==> config.mk <==
export PLATFORM = sky130hd
export DESIGN_NAME = key_event_listener_match_unit
export DESIGN_NICKNAME = d
export VERILOG_FILES = /design/src/hdl/kelm_pkg.sv /design/src/hdl/kelm_cell.sv /design/src/hdl/key_event_listener_match_unit.sv
export SDC_FILE = /design/constraint.sdc
export NUM_CORES = 2
export LEC_CHECK = 0
export BUFFER_PORTS_ARGS = -buffer_cell sky130_fd_sc_hd__buf_2
export CORE_ASPECT_RATIO = 1.4
export CORE_MARGIN = 3
export CORE_UTILIZATION = 64
export DETAILED_ROUTE_END_ITERATION = 8
export HOLD_SLACK_MARGIN = 0.12
export PLACE_DENSITY = 0.85
export SETUP_SLACK_MARGIN = 0.1
export SLEW_MARGIN = 15
export SYNTH_ARGS = -nofsm -noshare
export SYNTH_HDL_FRONTEND = slang
export SYNTH_HIERARCHICAL = 1
export SYNTH_SLANG_ARGS = --single-unit
==> constraint.sdc <==
create_clock -name clk -period 10.8 [get_ports clk]
set_clock_uncertainty 0.1 [all_clocks]
set_input_delay 0.54 -clock clk [delete_from_list [all_inputs] [get_ports clk]]
set_output_delay 0.54 -clock clk [all_outputs]
set_load 0.01 [all_outputs]
==> src/hdl/kelm_pkg.sv <==
// kelm_pkg: shared types and constants for the key event listener match unit.
// Used by kelm_cell and key_event_listener_match_unit. No dependencies.
`default_nettype none

package kelm_pkg;

  // Table geometry
  localparam int DEPTH = 16;
  localparam int IDX_W = (DEPTH > 1) ? $clog2(DEPTH) : 1;
  localparam int CNT_W = $clog2(DEPTH + 1);

  // Listener flag bit positions
  localparam int FL_PRESSED   = 0;
  localparam int FL_RELEASED  = 1;
  localparam int FL_KEYCODE   = 2;
  localparam int FL_CHARACTER = 3;
  localparam int BREAK_BIT    = 7;

  // One table entry; client sits in the low bits
  typedef struct packed {
    logic [7:0]  modifier;
    logic [7:0]  key;
    logic [7:0]  flags;
    logic [15:0] client;
  } entry_t;

  // Input transaction kinds
  typedef enum logic [1:0] {
    FN_EVENT  = 2'd0,
    FN_ADD    = 2'd1,
    FN_REMOVE = 2'd2
  } func_t;

  // Result status codes
  typedef enum logic [2:0] {
    ST_OK       = 3'd0,
    ST_EXISTS   = 3'd1,
    ST_FULL     = 3'd2,
    ST_NOTFOUND = 3'd3,
    ST_NOMATCH  = 3'd4
  } status_t;

  // Operation applied to the whole row of cells at once
  typedef enum logic [1:0] {
    CELL_HOLD   = 2'd0,
    CELL_APPEND = 2'd1,
    CELL_REMOVE = 2'd2,
    CELL_ROTATE = 2'd3
  } cell_op_t;

  typedef struct packed {
    cell_op_t         op;
    logic [CNT_W-1:0] cnt;
    entry_t           ent;
  } cell_ctrl_t;

endpackage

`default_nettype wire

==> src/hdl/kelm_cell.sv <==
// kelm_cell: one slot of the listener table. Holds one entry, compares it,
// and takes data from its right neighbor on remove and rotate. Uses kelm_pkg.
`default_nettype none

module kelm_cell (
  input  wire logic                     clk,
  input  wire kelm_pkg::cell_ctrl_t     ctrl,
  input  wire logic [kelm_pkg::IDX_W-1:0] idx,
  input  wire kelm_pkg::entry_t         right_in,
  input  wire kelm_pkg::entry_t         head_in,
  input  wire logic                     seen_in,
  output logic                          seen_out,
  output kelm_pkg::entry_t              entry_out
);
  import kelm_pkg::*;

  entry_t           entry_r;
  entry_t           entry_nxt;
  logic [CNT_W-1:0] pos;
  logic [CNT_W-1:0] pos_p1;
  logic             in_use;
  logic             hit;

  assign pos    = CNT_W'(idx);
  assign pos_p1 = pos + CNT_W'(1);
  assign in_use = pos < ctrl.cnt;
  assign hit    = in_use && (entry_r == ctrl.ent);

  // Exact-match chain: high from the first matching slot onward
  assign seen_out  = seen_in | hit;
  assign entry_out = entry_r;

  // Next entry per row operation
  always_comb begin
    entry_nxt = entry_r;
    case (ctrl.op)
      CELL_APPEND: begin
        if (pos == ctrl.cnt) entry_nxt = ctrl.ent;
      end
      CELL_REMOVE: begin
        if (seen_out) entry_nxt = right_in;
      end
      CELL_ROTATE: begin
        if (pos_p1 < ctrl.cnt) entry_nxt = right_in;
        else if (pos_p1 == ctrl.cnt) entry_nxt = head_in;
      end
      default: entry_nxt = entry_r;
    endcase
  end

  always_ff @(posedge clk) begin
    entry_r <= entry_nxt;
  end

endmodule

`default_nettype wire

==> src/hdl/key_event_listener_match_unit.sv <==
// Key event listener match unit: ordered listener table with event matching.
// Uses kelm_pkg and a row of kelm_cell slots.
//
// Input channel in_*: in_tuser selects the transaction kind (key event, add
// listener, remove listener); in_tdata carries the listener or event fields.
// Output channel out_*: one transaction per result, out_tlast on the final one.
// Add and remove finish when taken: all slots compare against the new
// entry at once and the result lands in the output register at the accepting edge.
// Remove closes the gap by shifting later slots one place left.
// A key event rotates the table through slot 0 once, one slot per cycle, and
// checks each listener as it passes. Its final result is registered when the
// rotation is done and the output register is free; the next transaction is
// taken once idle again when the receiver keeps up. Results pass through one
// held-back register so the final one can carry tlast; a stalled receiver
// pauses the rotation when a second hit has nowhere to go.
// A new transaction is taken only when idle and the output register is free:
// one add or remove per cycle at best.
// Reset (rst_n low, synchronous) empties the table and drops any pending
// result; the table storage itself is not cleared.
// A transaction of an unused kind is accepted and gives no result.
`default_nettype none

module key_event_listener_match_unit (
  input  wire logic        clk,
  input  wire logic        rst_n,
  // in_tdata: client[15:0], listen_flags[23:16], listen_key[31:24],
  //           modifier[39:32], keycode[47:40], character[55:48]
  input  wire logic        in_tvalid,
  output logic             in_tready,
  input  wire logic [55:0] in_tdata,
  // in_tuser: func[1:0]
  input  wire logic [1:0]  in_tuser,
  output logic             out_tvalid,
  input  wire logic        out_tready,
  // out_tdata: client_res[15:0]
  output logic [15:0]      out_tdata,
  // out_tuser: status[2:0]
  output logic [2:0]       out_tuser,
  output logic             out_tlast
);
  import kelm_pkg::*;

  typedef enum logic [1:0] {
    S_IDLE = 2'b01,
    S_SCAN = 2'b10
  } state_t;

  state_t           state_r, state_nxt;
  logic [CNT_W-1:0] count_r, count_nxt;
  logic [CNT_W-1:0] scan_r, scan_nxt;
  logic [7:0]       ev_mod_r, ev_mod_nxt;
  logic [7:0]       ev_kc_r, ev_kc_nxt;
  logic [7:0]       ev_ch_r, ev_ch_nxt;
  logic             pend_valid_r, pend_valid_nxt;
  logic [15:0]      pend_client_r, pend_client_nxt;
  logic             out_valid_r, out_valid_nxt;
  logic [15:0]      out_client_r, out_client_nxt;
  status_t          out_status_r, out_status_nxt;
  logic             out_last_r, out_last_nxt;

  cell_ctrl_t       ctrl;
  entry_t           new_ent;
  entry_t           entry_w [DEPTH];
  logic             seen_w [DEPTH+1];
  entry_t           head;
  logic             found;
  logic             out_free;
  logic             in_acc;
  logic             brk;
  logic             dir_ok;
  logic             key_ok;
  logic             head_hit;

  assign new_ent.client   = in_tdata[15:0];
  assign new_ent.flags    = in_tdata[23:16];
  assign new_ent.key      = in_tdata[31:24];
  assign new_ent.modifier = in_tdata[39:32];

  assign out_free  = !out_valid_r || out_tready;
  assign in_tready = (state_r == S_IDLE) && out_free;
  assign in_acc    = in_tvalid && in_tready;

  // Row of table slots
  assign seen_w[0] = 1'b0;
  for (genvar i = 0; i < DEPTH; i++) begin : g_cell
    entry_t right;
    if (i == DEPTH - 1) begin : g_end
      assign right = entry_w[i];
    end else begin : g_mid
      assign right = entry_w[i+1];
    end
    kelm_cell u_cell (
      .clk      (clk),
      .ctrl     (ctrl),
      .idx      (IDX_W'(i)),
      .right_in (right),
      .head_in  (entry_w[0]),
      .seen_in  (seen_w[i]),
      .seen_out (seen_w[i+1]),
      .entry_out(entry_w[i])
    );
  end
  assign found = seen_w[DEPTH];

  // Event match for the listener currently in slot 0
  assign head   = entry_w[0];
  assign brk    = ev_mod_r[BREAK_BIT];
  assign dir_ok = (head.flags[FL_RELEASED] && brk) || (head.flags[FL_PRESSED] && !brk);
  assign key_ok = (head.flags[FL_KEYCODE] && (head.key == ev_kc_r)) ||
                  (head.flags[FL_CHARACTER] && (head.key == ev_ch_r));
  assign head_hit = (head.modifier == ev_mod_r) && dir_ok && key_ok;

  // Control: accept, table update, scan and result registers
  always_comb begin
    state_nxt       = state_r;
    count_nxt       = count_r;
    scan_nxt        = scan_r;
    ev_mod_nxt      = ev_mod_r;
    ev_kc_nxt       = ev_kc_r;
    ev_ch_nxt       = ev_ch_r;
    pend_valid_nxt  = pend_valid_r;
    pend_client_nxt = pend_client_r;
    out_valid_nxt   = out_valid_r && !out_tready;
    out_client_nxt  = out_client_r;
    out_status_nxt  = out_status_r;
    out_last_nxt    = out_last_r;
    ctrl.op         = CELL_HOLD;
    ctrl.cnt        = count_r;
    ctrl.ent        = new_ent;

    case (state_r)
      S_IDLE: begin
        if (in_acc) begin
          case (func_t'(in_tuser))
            FN_EVENT: begin
              ev_mod_nxt     = in_tdata[39:32];
              ev_kc_nxt      = in_tdata[47:40];
              ev_ch_nxt      = in_tdata[55:48];
              scan_nxt       = '0;
              pend_valid_nxt = 1'b0;
              state_nxt      = S_SCAN;
            end
            FN_ADD: begin
              out_valid_nxt  = 1'b1;
              out_client_nxt = '0;
              out_last_nxt   = 1'b1;
              if (found) begin
                out_status_nxt = ST_EXISTS;
              end else if (count_r == CNT_W'(DEPTH)) begin
                out_status_nxt = ST_FULL;
              end else begin
                ctrl.op        = CELL_APPEND;
                count_nxt      = count_r + CNT_W'(1);
                out_status_nxt = ST_OK;
              end
            end
            FN_REMOVE: begin
              out_valid_nxt  = 1'b1;
              out_client_nxt = '0;
              out_last_nxt   = 1'b1;
              if (found) begin
                ctrl.op        = CELL_REMOVE;
                count_nxt      = count_r - CNT_W'(1);
                out_status_nxt = ST_OK;
              end else begin
                out_status_nxt = ST_NOTFOUND;
              end
            end
            default: ;
          endcase
        end
      end
      S_SCAN: begin
        if (scan_r != count_r) begin
          // Step one slot unless a held result has nowhere to go
          if (!(head_hit && pend_valid_r && !out_free)) begin
            ctrl.op  = CELL_ROTATE;
            scan_nxt = scan_r + CNT_W'(1);
            if (head_hit) begin
              if (pend_valid_r) begin
                out_valid_nxt  = 1'b1;
                out_client_nxt = pend_client_r;
                out_status_nxt = ST_OK;
                out_last_nxt   = 1'b0;
              end
              pend_valid_nxt  = 1'b1;
              pend_client_nxt = head.client;
            end
          end
        end else if (out_free) begin
          // Final result of the event
          out_valid_nxt  = 1'b1;
          out_last_nxt   = 1'b1;
          out_client_nxt = pend_valid_r ? pend_client_r : 16'd0;
          out_status_nxt = pend_valid_r ? ST_OK : ST_NOMATCH;
          pend_valid_nxt = 1'b0;
          state_nxt      = S_IDLE;
        end
      end
      default: state_nxt = S_IDLE;
    endcase
  end

  // Control registers
  always_ff @(posedge clk) begin
    if (!rst_n) begin
      state_r      <= S_IDLE;
      count_r      <= '0;
      scan_r       <= '0;
      pend_valid_r <= 1'b0;
      out_valid_r  <= 1'b0;
    end else begin
      state_r      <= state_nxt;
      count_r      <= count_nxt;
      scan_r       <= scan_nxt;
      pend_valid_r <= pend_valid_nxt;
      out_valid_r  <= out_valid_nxt;
    end
  end

  // Payload registers
  always_ff @(posedge clk) begin
    ev_mod_r      <= ev_mod_nxt;
    ev_kc_r       <= ev_kc_nxt;
    ev_ch_r       <= ev_ch_nxt;
    pend_client_r <= pend_client_nxt;
    out_client_r  <= out_client_nxt;
    out_status_r  <= out_status_nxt;
    out_last_r    <= out_last_nxt;
  end

  assign out_tvalid = out_valid_r;
  assign out_tdata  = out_client_r;
  assign out_tuser  = out_status_r;
  assign out_tlast  = out_last_r;

endmodule

`default_nettype wire

; ---- After elaboration in Yosys (flattened, before gate mapping)
; Index checks and enable logic that the tools add are counted.
[op_classes]
n_addsub = 3
n_reduce_logical = 65
order_cmp = 17
n_mux = 144
eq_ne = 107
bitwise = 16
[ops]
columns = op, n
row1 = $mux 40, 62
row2 = $pmux 40 s3, 15
row3 = $eq 40x40->1, 16
row4 = $mux 16, 8
row5 = $pmux 40 s2, 1
row6 = $reduce_and 4->1, 18
row7 = $ne 2x1->1 const B, 34
row8 = $ne 3x1->1 const B, 15
row9 = $eq 4x5->1 const A, 8
row10 = $lt 4x5->1 const A, 8
row11 = $mux 5, 7
row12 = $pmux 16 s2, 1
row13 = $logic_and 1x1->1, 27
row14 = $eq 8x8->1, 3
row15 = $mux 1, 22
row16 = $mux 2, 11
row17 = $mux 3, 7
row18 = $eq 3x5->1 const A, 4
row19 = $lt 3x5->1 const A, 4
row20 = $ne 2x2->1 const B, 10
row21 = $pmux 5 s2, 2
row22 = $or 1x1->1, 15
row23 = $reduce_and 7->1, 2
row24 = $ne 3x3->1 const B, 4
row25 = 26 further kinds, 48
[word_totals]
output_inout_bits = 22
register_bits = 714

; ---- Logic depth before layout (Yosys ltp)
[logic_depth]
word_depth = 24
depth_mapped = 34

; ---- Modules after synthesis
; Netlist, hierarchy kept.
[modules_own_cells]
columns = mod, area_per_inst_um2, cells_each, instances, seq_area_each_um2
row1 = kelm_cell (g_cell[2].u_cell ...), 2747.6, 310, 7, 1201.2
row2 = kelm_cell (g_cell[0].u_cell ...), 2712.6, 310, 6, 1201.2
row3 = key_event_listener_match_unit, 3400.8, 269, 1, 2082.0
row4 = kelm_cell (g_cell[12].u_cell), 2786.4, 311, 1, 1201.2
row5 = kelm_cell (g_cell[9].u_cell), 2756.4, 312, 1, 1201.2
row6 = kelm_cell (g_cell[1].u_cell), 2753.9, 312, 1, 1201.2

; ---- Worst setup path before layout
; OpenSTA, ideal clock, no wires.
[synth_timing]
path_type = reg2reg
startpoint = register count_r[0]
endpoint = register g_cell[12].u_cell.entry_r (netlist bit g_cell[12].u_cell/entry_out[0]), enable pin
setup_time_ns = 0.450
stages_incl_launch_ff = 31
slack_ns = 2.156
arrival_ns = 8.094
t_required_ns = 10.250
period_less_slack_ns = 8.644
cell_sequence = dfxtp_1 ha_1 nor2b_1 nor3_1 o21ai_1 o41ai_2 a21o_2 a41o_1 a41o_1 a41o_1 a41o_1 a41o_1 a41o_1 a41o_1 a21o_1 inv_1 o41ai_2 inv_1 o41ai_2 a21o_1 inv_1 o41ai_2 inv_1 o41ai_2 inv_1 o41ai_2 nand2b_1 or3b_2 a21oi_1 a21oi_1 a21oi_1
[synth_lines]
columns = element, line
row1 = "start, declared", key_event_listener_match_unit.sv:49  ; logic [CNT_W-1:0] count_r, count_nxt;
row2 = "start signal, assigned", key_event_listener_match_unit.sv:214  ; count_r <= count_nxt;
row3 = "end signal, assigned", kelm_cell.sv:52  ; entry_r <= entry_nxt;
row4 = "end, declared", kelm_cell.sv:17  ; entry_t entry_r;

==> metrics.sh <==
PERIOD_SHARE_PCT=79.83
FINAL_CORE_UTILIZATION_PCT=71.42
R2R_SLACK_PS=2180
VIA_COUNT=43080
PROPORTION_OF_POWER_DRAWN_BY_FLIP_FLOPS_AND_LATCHES_PCT=44.8
PLACE_WS_PS=2443
POST_SYNTH_TOP_FLOP='sky130_fd_sc_hd__edfxtp_1'
GRT_OVERFLOW_TOTAL=0
SYNTHESIS.AREA_PER_INSTANCE_SQ_UM=9.019
COMB_POWER_SHARE_PCT=18.6
NNETSFINAL=5711
DIEAREA_SQ_UM=77100
TRITONCTS='built'
GRT_SETUP_UNREPAIRED='no'
COREAREA_SQ_UM=72900
SYNTH.AREA.TOP_CELLS='sky130_fd_sc_hd__edfxtp_1 (45%), sky130_fd_sc_hd__nand2_1 (10%), sky130_fd_sc_hd__a31oi_1 (8.7%), sky130_fd_sc_hd__xor2_1 (6.8%), sky130_fd_sc_hd__xnor2_1 (5.6%)'
BUFFER_PORTS.INSERTED=83
DIE-WIDTH_UM=235.5
FINALSETUPTNS_PS=0
POWER_FRAC_CLOCK_PCT=36.6
TIMING.CRITICAL_PATH.MODE_CELL='sky130_fd_sc_hd__a41o_1'
YOSYS.AREA.TOP_TYPE_SHARE_PCT=44.53
GRT_FIRST_PASS_WIRELENGTH_UM=236600
SYNTH_CELL_TYPES=74
POWER.IR.VDD_WORST_V=0.0001101
SWITCHING_SHARE_PCT=28.91
FINAL-HOLD-VIOLATION-COUNT=0
WL_UM=156900
MAXCAPVIOLATIONS=0
GRT_MAX_DEGREE=254
LEAKAGEPOWER_nW=19.63
CRIT_BUF_INV=8
DETAIL_ROUTE.FIRST_PASS.ITERATIONS=9
CTS_NUM_SINKS=714
SYNTHDOMINANTAREACELLTYPE='sky130_fd_sc_hd__edfxtp_1'
ROUTED_LEN_INST_UM=24.16
CRIT_PATH_END_KIND='flop'
TOTAL_POWER_mW=7.254
WORST_SLEW_MARGIN_REL_PCT=22.14
WORST_SKEW_PAIR.LATE_LATENCY_PS=640
HPWLAFTERDP_UM=102800
FINAL_CRITICAL_PATH_REQUIRED_PERIOD_PS=8622
YOSYSMOSTFREQUENTCELL='sky130_fd_sc_hd__nand2_1'
SYN-INSTANCE-COUNT=5234
ROUTED_VIA_DENSITY=6.631
DETAIL_ROUTE.DRC_VIOLATIONS=2
HOLD_PATH.CLASS='in2reg'
AREA.GROWTH.SYNTH_TO_FINAL_PCT=10.29
FIN_HOLD_WS_PS=154.5
CTS_BUFFER_DEPTH=3
FLOORPLAN.INITIALDENSITY_PCT=64.75
CP_DATA_REQUIRED_TIME_PS=11020
ASYNC_RESET_FF_SHARE_PCT=0
TIMING.CRITICAL_PATH.MAX_DELAY_FAMILY='compound AO/OA/AOI/OAI gates'
NUM_ROWS=117
NUM_CTS_BUFFERS=74
PWR_DENSITY_CELL_nW_PER_UM2=139.3
POST_SYNTH_INSTANCE_AREA_SQ_UM=47210
GP_CONGESTION=0.9837
CLOCK-ROOT-BUFFER='sky130_fd_sc_hd__clkbuf_16'
DRT.ANTENNA.VIOLATING_NETS=0
SYNTH.CELLS.MOST_FREQUENT='sky130_fd_sc_hd__nand2_1 (1309), sky130_fd_sc_hd__edfxtp_1 (700), sky130_fd_sc_hd__nor2_1 (657), sky130_fd_sc_hd__a31oi_1 (653), sky130_fd_sc_hd__xor2_1 (368)'
SEQ_AREA_FRAC_SYNTH_PCT=45.12
FAILED_CHECKS='DRC'
DRIVE_ABOVE_1_SHARE_PCT=7.027
FINALWORSTSETUPSLACK_PS=2178
FP.DIEH_UM=327.3
CELL_INTERNAL_PWR_mW=5.156
PIN_COUNT=84
TIMING.CRITICAL_PATH.FANOUT_MAX=41
CRIT_PATH_TOP_DELAY_CELL='sky130_fd_sc_hd__o21a_2'
FINAL_REPORT_MAX_SLEW_VIOLATION_COUNT=0
VIAS_IN_THE_FIRST_GLOBAL_ROUTE=41240
GRT_USAGE_PCT=39.48
CP.ARRIVAL_PS=8840
TIMING_WORST_SLEW_PIN_VALUE_PS=1168
SYNTH_ENABLE_FLOP_CELLS=700
FILLERINSTANCES=5132
WORST_PATH_LARGEST_CELL_DELAY_PS=790
H_TREE_DEPTH=3
TIMING.SETUP.CRITICAL_PATH_CLASS='reg2reg'
TIMING.FINAL.SETUP_VIOLATIONS=0
RUN_STATUS='finished with violations'
DRT-INITIAL-DRC-COUNT=7271
TIMING.FMAX_GHz=0.1160
POWER.NET_SWITCHING_mW=2.097
YOSYS_SYNTHESIS_WARNING_COUNT=6
ANTENNA_FOUND_INITIAL=16
CTS-RESIZED-GATES=0
CLKTRANSATPATHREGS_PS=70
WORST_SETUP_PATH_START_KIND='flop'
YS_SEQ_ELEMENTS=714
[flip-flops by register name, summed over array words and instances (netlist names), 5 cells and up]
signal                   cells
scan_r                       5
pend_client_r               16
ev_mod_r                     8
count_r                      5
ev_ch_r                      8
g_cell.u_cell/entry_out    640
ev_kc_r                      8
out_tdata                   16
[area by class of cell]
type,instances,area [sq um],share of cell area [%]
Antenna cell,8,20.02,0.03845
Clock inverter,37,436.7,0.8387
Multi-Input combinational cell,4328,25060,48.14
Timing Repair Buffer,222,1540,2.958
Sequential cell,714,21300,40.92
Tap cell,952,1191,2.288
Inverter,138,518.0,0.9949
Clock buffer,97,1991,3.824
[worst reg2reg max path: cells and delay by family, from the launching register on]
family	cells	cell delay, ps
XOR/XNOR	1	740
flip-flops	1	340
AND/OR/NAND/NOR	4	1010
AO/OA/AOI/OAI	21	4550
buffers and inverters	8	1550
[layout by cell type (no fill, tap or decap), drive strengths merged, types with 9 or more instances in the layout]
master       netlist  layout
a21oi             27      27
a222oi            13      13
a311oi             9       9
a31oi            654     654
and2              20      20
and3              22      22
buf               91     206
clkbuf           186      97
clkinv             6      29
conb               2     225
dfxtp             14      14
dlygate4sd3        0      16
edfxtp           700     700
ha               170     170
inv              132     136
nand2           1309    1309
nand3             43      43
nand4             86      86
nor2             657     657
nor2b             70      70
nor3              25      25
nor4              99      99
o21a              78      78
o21ai             43      43
o221ai            20      20
or2               16      16
xnor2            300     300
xor2             368     368
[worst paths after layout]
path | depth (start not counted) | start | endpoint
worst min register to register | 2 | scan_r[4]$_SDFFE_PN0P_ | scan_r[4]$_SDFFE_PN0P_
worst max-delay path | 34 | g_cell[0].u_cell/entry_out[0]$_DFFE_PP_ | g_cell[12].u_cell/entry_out[23]$_DFFE_PP_
worst min-delay path | 2 | rst_n | state_r[0]$_SDFFE_PN1P_
worst max register to register | 34 | g_cell[0].u_cell/entry_out[0]$_DFFE_PP_ | g_cell[12].u_cell/entry_out[23]$_DFFE_PP_
[what timing repair did]
item | 4_1_cts | 5_1_grt
hold buffers | 16 | 0
endpoints found under the setup margin | 0 | 0
endpoints found under the hold margin | 16 | 0
buffers inserted | 0 | 0
[logic make-up after synthesis]
family,count (synthesis),synth area share (%)
compound gates,889,12.77
fa+ha+maj,171,4.548
flops,714,45.12
simple gates,2370,21.03
buf+inv,415,4.008
other cells,2,0.01591
xor+xnor,668,12.39
mux,5,0.1087
[power by group through the flow]
stage | Sequential [mW] | Clock [mW] | Combinational (mW)
global route | 3.25 | 2.75 | 1.46
floorplan | 3.32 | 0 | 0.867
CTS | 3.25 | 2.64 | 1.30
global placement | 3.30 | 0 | 1.24
finish | 3.25 | 2.65 | 1.35
detailed placement | 3.31 | 0 | 1.28
[per-stage QoR]
stage | std cells | cell area (sq um)
3_5_place_dp | 6338 | 49450
2_1_floorplan | 5457 | 48040
5_1_grt | 6489 | 52050
4_1_cts | 6488 | 52040
6_report | 6496 | 52060
3_3_place_gp | 6338 | 49450
[metal layers]
| metal | wire [um] | share of wire [%] | vias to the layer above | GRT usage (%) |
|---|---|---|---|---|
| li1 | - | - | 18730 | - |
| met1 | 50810 | 32 | 19720 | 47.84 |
| met2 | 68200 | 43 | 3647 | 60.70 |
| met3 | 23140 | 15 | 976 | 10.17 |
| met4 | 14740 | 9.4 | 6 | 29.90 |
| met5 | 43 | 0.027 | - | 0 |
No activity file was read; power rests on OpenSTA's default activity.
